`src/hw/rtl/rqnh_pkg.sv`:
```
`timescale 1ns / 1ps
// ----------------------------------------------------------------------------
// rqnh_pkg: shared types for the ray/quad nearest-hit block
// Item payload structs and the format constants used by the datapath.
// ----------------------------------------------------------------------------
package rqnh_pkg;

  localparam logic [16:0] ONE_Q16 = 17'h10000;

  typedef struct packed {
    logic        req_type;
    logic [47:0] ray_origin;
    logic [47:0] ray_dir;
    logic [47:0] quad_normal;
    logic [47:0] vert0;
    logic [47:0] vert1;
    logic [47:0] vert2;
    logic [47:0] vert3;
    logic [2:0]  vert_count;
    logic        last_quad;
  } in_item_t;

  typedef struct packed {
    logic        hit;
    logic [9:0]  hit_index;
    logic [16:0] hit_t;
    logic [47:0] hit_normal;
  } out_item_t;

  // Request codes.
  localparam logic REQ_RAY  = 1'b0;
  localparam logic REQ_QUAD = 1'b1;

  // Signed 16-bit component k of a packed vector.
  function automatic logic signed [15:0] comp(input logic [47:0] v, input logic [1:0] k);
    logic signed [15:0] r;
    unique case (k)
      2'd0:    r = v[15:0];
      2'd1:    r = v[31:16];
      default: r = v[47:32];
    endcase
    return r;
  endfunction

endpackage

```
`src/hw/rtl/rqnh_div.sv`:
```
`timescale 1ns / 1ps
// ----------------------------------------------------------------------------
// rqnh_div: restoring divider
// Unsigned 56 / 40 bit division, one quotient bit per cycle, truncated
// quotient saturated at 17 bits (callers compare it against the best t).
// ----------------------------------------------------------------------------
module rqnh_div import rqnh_pkg::*; (
  input  logic        clk,
  input  logic        rst,
  input  logic        start,
  input  logic [55:0] dividend,
  input  logic [39:0] divisor,
  output logic        done,
  output logic [16:0] quotient
);

  logic [40:0] rem;
  logic [55:0] shreg;
  logic [55:0] quo;
  logic [5:0]  cnt;
  logic        busy;
  logic [40:0] trial;
  logic [40:0] rem_shift;

  // One restoring step per cycle.
  always_comb begin
    rem_shift = {rem[39:0], shreg[55]};
    trial     = rem_shift - {1'b0, divisor};
  end

  always_ff @(posedge clk) begin
    if (rst) begin
      busy <= 1'b0;
      done <= 1'b0;
      cnt  <= '0;
    end else begin
      done <= 1'b0;
      if (start) begin
        busy  <= 1'b1;
        cnt   <= 6'd56;
        rem   <= '0;
        shreg <= dividend;
        quo   <= '0;
      end else if (busy) begin
        shreg <= {shreg[54:0], 1'b0};
        if (!trial[40]) begin
          rem <= trial;
          quo <= {quo[54:0], 1'b1};
        end else begin
          rem <= rem_shift;
          quo <= {quo[54:0], 1'b0};
        end
        cnt <= cnt - 6'd1;
        if (cnt == 6'd1) begin
          busy <= 1'b0;
          done <= 1'b1;
        end
      end
    end
  end

  assign quotient = (|quo[55:17]) ? 17'h1FFFF : quo[16:0];

endmodule

```
`src/hw/rtl/ray_quad_nearest_hit.sv`:
```
`timescale 1ns / 1ps
// ----------------------------------------------------------------------------
// ray_quad_nearest_hit: nearest hit of a ray over a stream of polygons
// Sequenced datapath around one shared multiplier and a serial divider.
// ----------------------------------------------------------------------------
// Usage: send a ray item (req_type 0) to set the ray and start a search, then
// one quad item per polygon. The item carrying last_quad produces one result
// item with the nearest hit, its arrival index, t and normal; the search then
// restarts along the same ray.
// Channels: in_valid/in_stall and out_valid/out_stall; an item moves when
// valid is high and stall is low.
// Sequencing: a ray item is taken while idle and produces nothing. A quad
// item holds in_stall high through the n.dir multiplies and a closing state
// when it faces away from the ray, through the n.v0 - n.o multiplies as well
// when t is negative, through serial division too when t is not below the
// best so far, and through the hit point, axis choice and crossing test for
// a candidate with three or four vertices. A quad carrying last_quad then
// enters the emit state, which waits while a stalled result still holds the
// output register; a new item is taken only after the previous one is done.
// Reset clears the ray, the best hit and the quad counter.
// A stalled result is held in the output register; the next item is still
// processed, and a later result waits until the register is free.
// ----------------------------------------------------------------------------
module ray_quad_nearest_hit import rqnh_pkg::*; #(
  parameter int MAX_QUADS = 1024
) (
  input  logic      clk,
  input  logic      rst,
  input  logic      in_valid,
  output logic      in_stall,
  input  in_item_t  in_data,
  output logic      out_valid,
  input  logic      out_stall,
  output out_item_t out_data
);

  localparam int CW = (MAX_QUADS > 1) ? $clog2(MAX_QUADS) : 1;

  typedef enum logic [9:0] {
    S_IDLE  = 10'b0000000001,
    S_DEN   = 10'b0000000010,
    S_NUM   = 10'b0000000100,
    S_DIV   = 10'b0000001000,
    S_WAIT  = 10'b0000010000,
    S_PNT   = 10'b0000100000,
    S_AXIS  = 10'b0001000000,
    S_CROSS = 10'b0010000000,
    S_DONE  = 10'b0100000000,
    S_EMIT  = 10'b1000000000
  } state_t;

  state_t state;
  in_item_t item;
  logic [47:0] origin_reg, direction_reg;
  logic [16:0] best_t;
  logic        best_hit;
  logic [9:0]  best_index;
  logic [47:0] best_normal;
  logic [CW-1:0] quad_counter;
  logic [CW-1:0] cur_index;

  logic [2:0]  step;
  logic signed [39:0] acc;
  logic signed [39:0] den;
  logic signed [15:0] ma, mb;
  logic signed [31:0] prod;
  logic [16:0] tq;
  logic signed [16:0] pnt [3];
  logic [1:0]  u_ax, v_ax;
  logic        parity;
  logic signed [17:0] dx2, dy2;
  logic        xs2, ys2;
  logic        div_start, div_done;
  logic [16:0] div_q;
  logic signed [39:0] num_neg;

  // Shared multiplier.
  assign prod = ma * mb;

  // Operand selection for the multiplier per state and step.
  always_comb begin
    ma = '0;
    mb = '0;
    unique case (state)
      S_DEN: begin
        ma = comp(item.quad_normal, step[1:0]);
        mb = comp(direction_reg, step[1:0]);
      end
      S_NUM: begin
        ma = comp(item.quad_normal, step[1:0]);
        mb = step[2] ? comp(origin_reg, step[1:0]) : comp(item.vert0, step[1:0]);
      end
      S_PNT: begin
        ma = comp(direction_reg, step[1:0]);
        mb = $signed({1'b0, tq[14:0]});
      end
      default: ;
    endcase
  end

  // Numerator of t is negative of (n.v0 - n.o), kept non-negative.
  assign num_neg = -acc;

  rqnh_div u_div (
    .clk      (clk),
    .rst      (rst),
    .start    (div_start),
    .dividend ({num_neg[39:0], 16'h0}),
    .divisor  (-den),
    .done     (div_done),
    .quotient (div_q)
  );

  // Crossing-test vertex for the current step (walks nv-1 down to 0).
  logic [47:0] cv;
  logic signed [17:0] dx1, dy1;
  logic        xs1, ys1;
  logic signed [35:0] c_l, c_r;
  logic        flip;
  logic        nv4;

  assign nv4 = (item.vert_count >= 3'd4);

  always_comb begin
    unique case (step[1:0])
      2'd0:    cv = item.vert0;
      2'd1:    cv = item.vert1;
      2'd2:    cv = item.vert2;
      default: cv = item.vert3;
    endcase
    dx1 = 18'(comp(cv, u_ax)) - 18'(pnt[u_ax]);
    dy1 = 18'(comp(cv, v_ax)) - 18'(pnt[v_ax]);
    xs1 = dx1 > 0;
    ys1 = dy1 > 0;
    c_l = dx2 * dy1;
    c_r = dx1 * dy2;
    flip = 1'b0;
    if (ys1 != ys2) begin
      if (xs1 != xs2) flip = (c_l > c_r) ^ (dy2 > dy1);
      else flip = xs1;
    end
  end

  logic signed [16:0] ax, ay, az;
  logic signed [40:0] pfull;
  logic [15:0]        tfrac;

  always_comb begin
    ax = 17'(comp(item.quad_normal, 2'd0));
    ay = 17'(comp(item.quad_normal, 2'd1));
    az = 17'(comp(item.quad_normal, 2'd2));
    if (ax < 0) ax = -ax;
    if (ay < 0) ay = -ay;
    if (az < 0) az = -az;
    // Hit point: origin*2^16 + dir*t, t split as bit16, bit15 and low 15 bits.
    tfrac = tq[15:0];
    pfull = (41'(comp(origin_reg, step[1:0])) <<< 16)
          + (tq[16] ? (41'(comp(direction_reg, step[1:0])) <<< 16) : 41'sd0)
          + 41'(prod) + (tfrac[15] ? (41'(comp(direction_reg, step[1:0])) <<< 15) : 41'sd0);
  end

  assign in_stall  = (state != S_IDLE);
  assign div_start = (state == S_DIV);

  // Sequencer.
  always_ff @(posedge clk) begin
    if (rst) begin
      state        <= S_IDLE;
      origin_reg   <= '0;
      direction_reg <= '0;
      best_t       <= ONE_Q16;
      best_hit     <= 1'b0;
      best_index   <= '0;
      best_normal  <= '0;
      quad_counter <= '0;
      out_valid    <= 1'b0;
    end else begin
      if (out_valid && !out_stall) out_valid <= 1'b0;
      unique case (state)
        S_IDLE: begin
          if (in_valid) begin
            item <= in_data;
            if (in_data.req_type == REQ_RAY) begin
              origin_reg    <= in_data.ray_origin;
              direction_reg <= in_data.ray_dir;
              best_t        <= ONE_Q16;
              best_hit      <= 1'b0;
              best_index    <= '0;
              best_normal   <= '0;
              quad_counter  <= '0;
            end else begin
              cur_index    <= quad_counter;
              quad_counter <= (32'(quad_counter) == MAX_QUADS - 1) ? '0
                              : quad_counter + CW'(1);
              step  <= '0;
              acc   <= '0;
              state <= S_DEN;
            end
          end
        end
        S_DEN: begin
          acc  <= acc + 40'(prod);
          step <= step + 3'd1;
          if (step == 3'd2) begin
            den   <= acc + 40'(prod);
            acc   <= '0;
            step  <= '0;
            state <= ((acc + 40'(prod)) >= 0) ? S_DONE : S_NUM;
          end
        end
        S_NUM: begin
          acc  <= step[2] ? acc - 40'(prod) : acc + 40'(prod);
          step <= (step == 3'd2) ? 3'd4 : step + 3'd1;
          if (step == 3'd6) begin
            acc   <= acc - 40'(prod);
            state <= ((acc - 40'(prod)) > 0) ? S_DONE : S_DIV;
          end
        end
        S_DIV: state <= S_WAIT;
        S_WAIT: begin
          if (div_done) begin
            tq   <= div_q;
            step <= '0;
            state <= ({15'b0, div_q} >= 32'(best_t)) ? S_DONE : S_PNT;
          end
        end
        S_PNT: begin
          pnt[step[1:0]] <= pfull[32:16];
          step <= step + 3'd1;
          if (step == 3'd2) state <= S_AXIS;
        end
        S_AXIS: begin
          if (ax > ay && ax > az) begin
            u_ax <= 2'd1; v_ax <= 2'd2;
          end else if (ay > ax && ay > az) begin
            u_ax <= 2'd2; v_ax <= 2'd0;
          end else begin
            u_ax <= 2'd0; v_ax <= 2'd1;
          end
          step  <= 3'd0;
          parity <= 1'b0;
          state <= S_CROSS;
        end
        S_CROSS: begin
          if (step[2]) begin
            // Walk the edges from vertex nv-1 down to vertex 0.
            parity <= parity ^ flip;
            if (ys1 != ys2) ys2 <= ys1;
            xs2 <= xs1; dx2 <= dx1; dy2 <= dy1;
            if (step[1:0] == 2'd0) state <= S_DONE;
            step <= {1'b1, step[1:0] - 2'd1};
          end else begin
            // Load reference from vertex 0, then start at nv-1.
            dx2 <= dx1; dy2 <= dy1; xs2 <= xs1; ys2 <= ys1;
            step <= nv4 ? 3'b111 : 3'b110;
          end
        end
        S_DONE: begin
          state <= item.last_quad ? S_EMIT : S_IDLE;
        end
        S_EMIT: begin
          if (!out_valid || !out_stall) begin
            out_valid          <= 1'b1;
            out_data.hit       <= best_hit;
            out_data.hit_index <= best_hit ? best_index : 10'd0;
            out_data.hit_t     <= best_t;
            out_data.hit_normal <= best_hit ? best_normal : 48'd0;
            best_t      <= ONE_Q16;
            best_hit    <= 1'b0;
            best_index  <= '0;
            best_normal <= '0;
            quad_counter <= '0;
            state <= S_IDLE;
          end
        end
        default: state <= S_IDLE;
      endcase
      // Record a hit when the crossing walk ends with odd parity.
      if (state == S_CROSS && step[2] && step[1:0] == 2'd0 && (parity ^ flip)) begin
        best_t      <= tq;
        best_hit    <= 1'b1;
        best_index  <= 10'(cur_index);
        best_normal <= item.quad_normal;
      end
      if (state != S_IDLE && state != S_CROSS && state != S_AXIS) parity <= 1'b0;
    end
  end

`ifndef NO_ASSERTIONS
  a_stall_busy: assert property (@(posedge clk) disable iff (rst)
    (state != S_IDLE) |-> in_stall) else $error("input taken while busy");
  a_hit_t: assert property (@(posedge clk) disable iff (rst)
    best_hit |-> (best_t < ONE_Q16)) else $error("hit without t below 1.0");
  a_out_hold: assert property (@(posedge clk) disable iff (rst)
    (out_valid && out_stall) |=> $stable(out_data)) else $error("result changed");
  a_miss_zero: assert property (@(posedge clk) disable iff (rst)
    (out_valid && !out_data.hit) |-> (out_data.hit_t == ONE_Q16))
    else $error("miss with t");
`endif

endmodule

```
`config.mk`:
```
export PLATFORM = sky130hd
export DESIGN_NAME = ray_quad_nearest_hit
export DESIGN_NICKNAME = d
export VERILOG_FILES = /design/src/hw/rtl/rqnh_pkg.sv /design/src/hw/rtl/rqnh_div.sv /design/src/hw/rtl/ray_quad_nearest_hit.sv
export SDC_FILE = /design/constraint.sdc
export NUM_CORES = 2
export LEC_CHECK = 0
export BUFFER_PORTS_ARGS = -buffer_cell sky130_fd_sc_hd__buf_4
export CAP_MARGIN = 20
export CORE_AREA = 4 4 397 477
export DETAILED_ROUTE_END_ITERATION = 16
export DIE_AREA = 0 0 401 481
export GPL_TIMING_DRIVEN = 0
export PLACE_DENSITY = 0.63
export SLEW_MARGIN = 40
export SYNTH_ARGS = -nofsm -noshare
export SYNTH_HDL_FRONTEND = slang
export SYNTH_SLANG_ARGS = --single-unit
```
`constraint.sdc`:
```
create_clock -name clk -period 24 [get_ports clk]
set_input_delay 2.4 -clock clk [delete_from_list [all_inputs] [get_ports clk]]
set_output_delay 2.4 -clock clk [all_outputs]
set_load 0.05 [all_outputs]
```
==> summary.txt <==
Status
  • Outcome: completed

Floorplan
  • Full die area: 192900 µm²
  • # IOs: 423
  • Die W: 401 µm
  • Die height: 481 µm
  • Starting Density: 44.68%
  • Core Region: 184900 µm²
  • Rows: 173

Synth
  • #FFs+latches synth: 861
  • EDFF count, synth: 657
  • Fraction of registers with async set/reset: 0%
  • Post-synthesis adder-cell area fraction: 31.88%
  • Post-synthesis cell count: 8479
  • Register area share after synthesis: 28.83%
  • Distinct cell type count after synthesis: 101
  • Main flop type after synthesis: edfxtp_1
  • Synth Area in Compound Gates: 11.13%
  • Mux share of post-synthesis cell area: 1.189%
  • Largest family of logic cells by synthesized area: adder cells
  • Synth Cell Area: 82590 µm²
  • Mean area per synthesized cell: 9.741 µm²
  • Post-synthesis xor/xnor area fraction: 3.996%
  • Syn. warnings: 0
  • Simple-Gate Fraction of Synth Area: 15.78%

Cells and area
  • Footprint of the multi-input gates: 53250 µm²
  • Sequential Area: 23810 µm²
  • Biggest regs: item (242), out_data (76), u_div.quo (56)
  • Final Net Count: 10930
  • Area Overhead vs Synth: 12.59%
  • Fill count: 17200
  • Largest register by flop count: item
  • Max reg flops: 242
  • Layout cells sized above 1: 8.639%

Clocking
  • Skew-Pair Late Insertion Delay: 0.74 ns
  • Postcts setup bufs: 0
  • Clk sinks: 861
  • Num CTS Buffers: 87
  • Longest Clk Path Bufs: 3
  • CTS clk-pin slew, worst paths: 0.06 ns
  • H-tree level count: 3
  • CTS root buffer: clkbuf_16
  • CTS tree: done
  • CTS-repair resized insts: 0
  • Hold_buf cts: 0

Worst setup path
  • CP startpoint: step[0]
  • R2R depth: 55
  • Startpoint types: register
  • CP arrival: 19.96 ns
  • R2r setup slk: 4.62 ns
  • Most used cell, CP: fa_1
  • Max incr delay on CP: 0.72 ns
  • Crit Path Class: reg -> reg
  • WP data required: 24.59 ns
  • Reg-to-Reg End: best_normal[25]
  • Slowest-stage cell, CP: nor4_1
  • Critical R2R Launch: step[0]
  • Critical-path maximum fanout: 10
  • CP endpoint kind: register

Timing
  • Setup TNS: 0 ns
  • Max-slew headroom: 33.75%
  • Max-slew violations: 0
  • RSZ-0062 raised after global routing: no
  • Final setup viols: 0
  • Tcrit/Tclk final: 80.74%
  • Min Tclk post-route: 19.38 ns
  • Worst Skew: 0.05280 ns
  • Worst-margin pin slew: 0.9810 ns
  • Hold Vio Cnt, Final: 0
  • Fmax: 0.05161 GHz

Hold path
  • Hold Path Sink: direction_reg[30]
  • Min-Delay Path Class: reg -> reg
  • Hold Startpoint: direction_reg[30]
  • Depth of the worst hold-timing path: 2

Drt
  • Vias: 64910
  • DRC Markers: 0
  • Overall routed net length: 272800 µm
  • Post-route ant nets: 0
  • DRT iter0 DRCs: 5235
  • WL per Instance: 23.57 µm
  • Pre-antenna DRT Iters: 7
  • Vias/cell: 5.607

Placed design
  • GP Congestion: 1.003
  • Post-DP HPWL: 224500 µm
  • # port buffers: 419

Global routing
  • Number of global-route vias before repair: 67090
  • Global-route wire length before repair: 411500 µm
  • Initial antenna violation count: 3
  • Grt total ovfl: 0
  • Gr usage total: 27.95%
  • Largest net degree at the start of global routing: 23

Flow run
  • Max-Cap Viols: 0
cell usage in the layout, fill, tap and decap left out, types with 204 or more instances in the layout:
cell type,Yosys,routed
inv_1,1150,1150
nand2_1,998,998
fa_1,959,959
edfxtp_1,657,657
ha_1,569,567
a21oi_1,482,468
nor2_1,472,467
buf_4,3,430
clkbuf_1,345,339
and2_1,329,329
o21ai_0,262,249
xnor2_1,250,240
dfxtp_1,204,204
synth_stat cells (52+ instances only):
cell type	n	area share (%)
nor3_1	104	0.63
inv_1	1150	5.2
clkbuf_1	345	1.6
nor2_1	472	2.1
nand2_1	998	4.5
mux2i_1	91	1.1
dfxtp_1	204	4.9
and2_1	329	2.5
a21oi_1	482	2.9
nand2b_1	110	0.83
a22o_1	52	0.55
xnor2_1	250	2.7
nand3b_1	154	1.4
ha_1	569	8.6
fa_1	959	23
o21ai_0	262	1.6
edfxtp_1	657	24
a21o_1	92	0.84
nor2b_1	153	1.2
xor2_1	125	1.3
per-layer routing:
metal  vias up  global-route usage, %  part of all wire, %
met1     32420                  34.32                   39
met5         -                      0                    0
met2      2484                  47.67                   48
met4         0                  15.86                  6.8
met3       611                  3.554                  6.0
li1      29390                      -                    -
logic make-up (layout without fill, tap and decap cells):
kind of cell,Yosys count,after routing
xor+xnor,376,376
mux,97,97
buf+inv,1553,2191
simple gates,2641,2641
fa+ha+maj,1529,1529
compound gates,1420,1420
other cells,2,10
flops,861,861
worst max-delay path, delay by kind of cell, from the launching register on:
kind	cells	cell delay, ns
and+or+nand+nor	10	2.88
AOI/OAI and AO/OA	14	4.25
buffers and inverters	15	5.12
adders and majority gates	12	5.01
xor gates and xnor gates	3	0.85
muxes	1	0.60
DFF	1	0.47
how the worst max path moves through the flow:
stage / to / slack [ns] / cells after the start
6_report: best_normal[25] / 4.62 / 55
5_1_grt: best_normal[26] / 4.38 / 56
4_1_cts: best_normal[25] / 4.78 / 55
3_5_place_dp: best_normal[26] / 4.87 / 55
3_3_place_gp: best_normal[25] / 4.20 / 55
2_1_floorplan: cur_index[0] / 9.72 / 4
cell type report:
class                           count  share of cell area (%)
Antenna cell                        4                 0.01076
Buffer                            400                   1.760
Clock buffer                      105                   2.470
Clock inverter                     53                  0.5826
Inverter                         1153                   4.654
Multi-Input combinational cell   6069                   57.26
Sequential cell                   861                   25.61
Tap cell                         2450                   3.296
Timing Repair Buffer              480                   4.354
per-stage QoR:
stage	instance area, µm²	worst slack [ns]	hold slack, ns	utilization, %	instances
floorplan	82610	9.720	0.4306	-	8483
global placement	88820	4.202	0.4384	48.05	11350
detailed placement	90030	4.866	0.4447	48.70	11410
CTS	92870	4.778	0.4515	50.24	11560
global route	92980	4.378	0.4661	50.30	11570
finish	92990	4.622	0.4519	50.31	11580
Power is not shown: default switching activity piles up to over one toggle a cycle in this logic, so the estimate is an artifact.
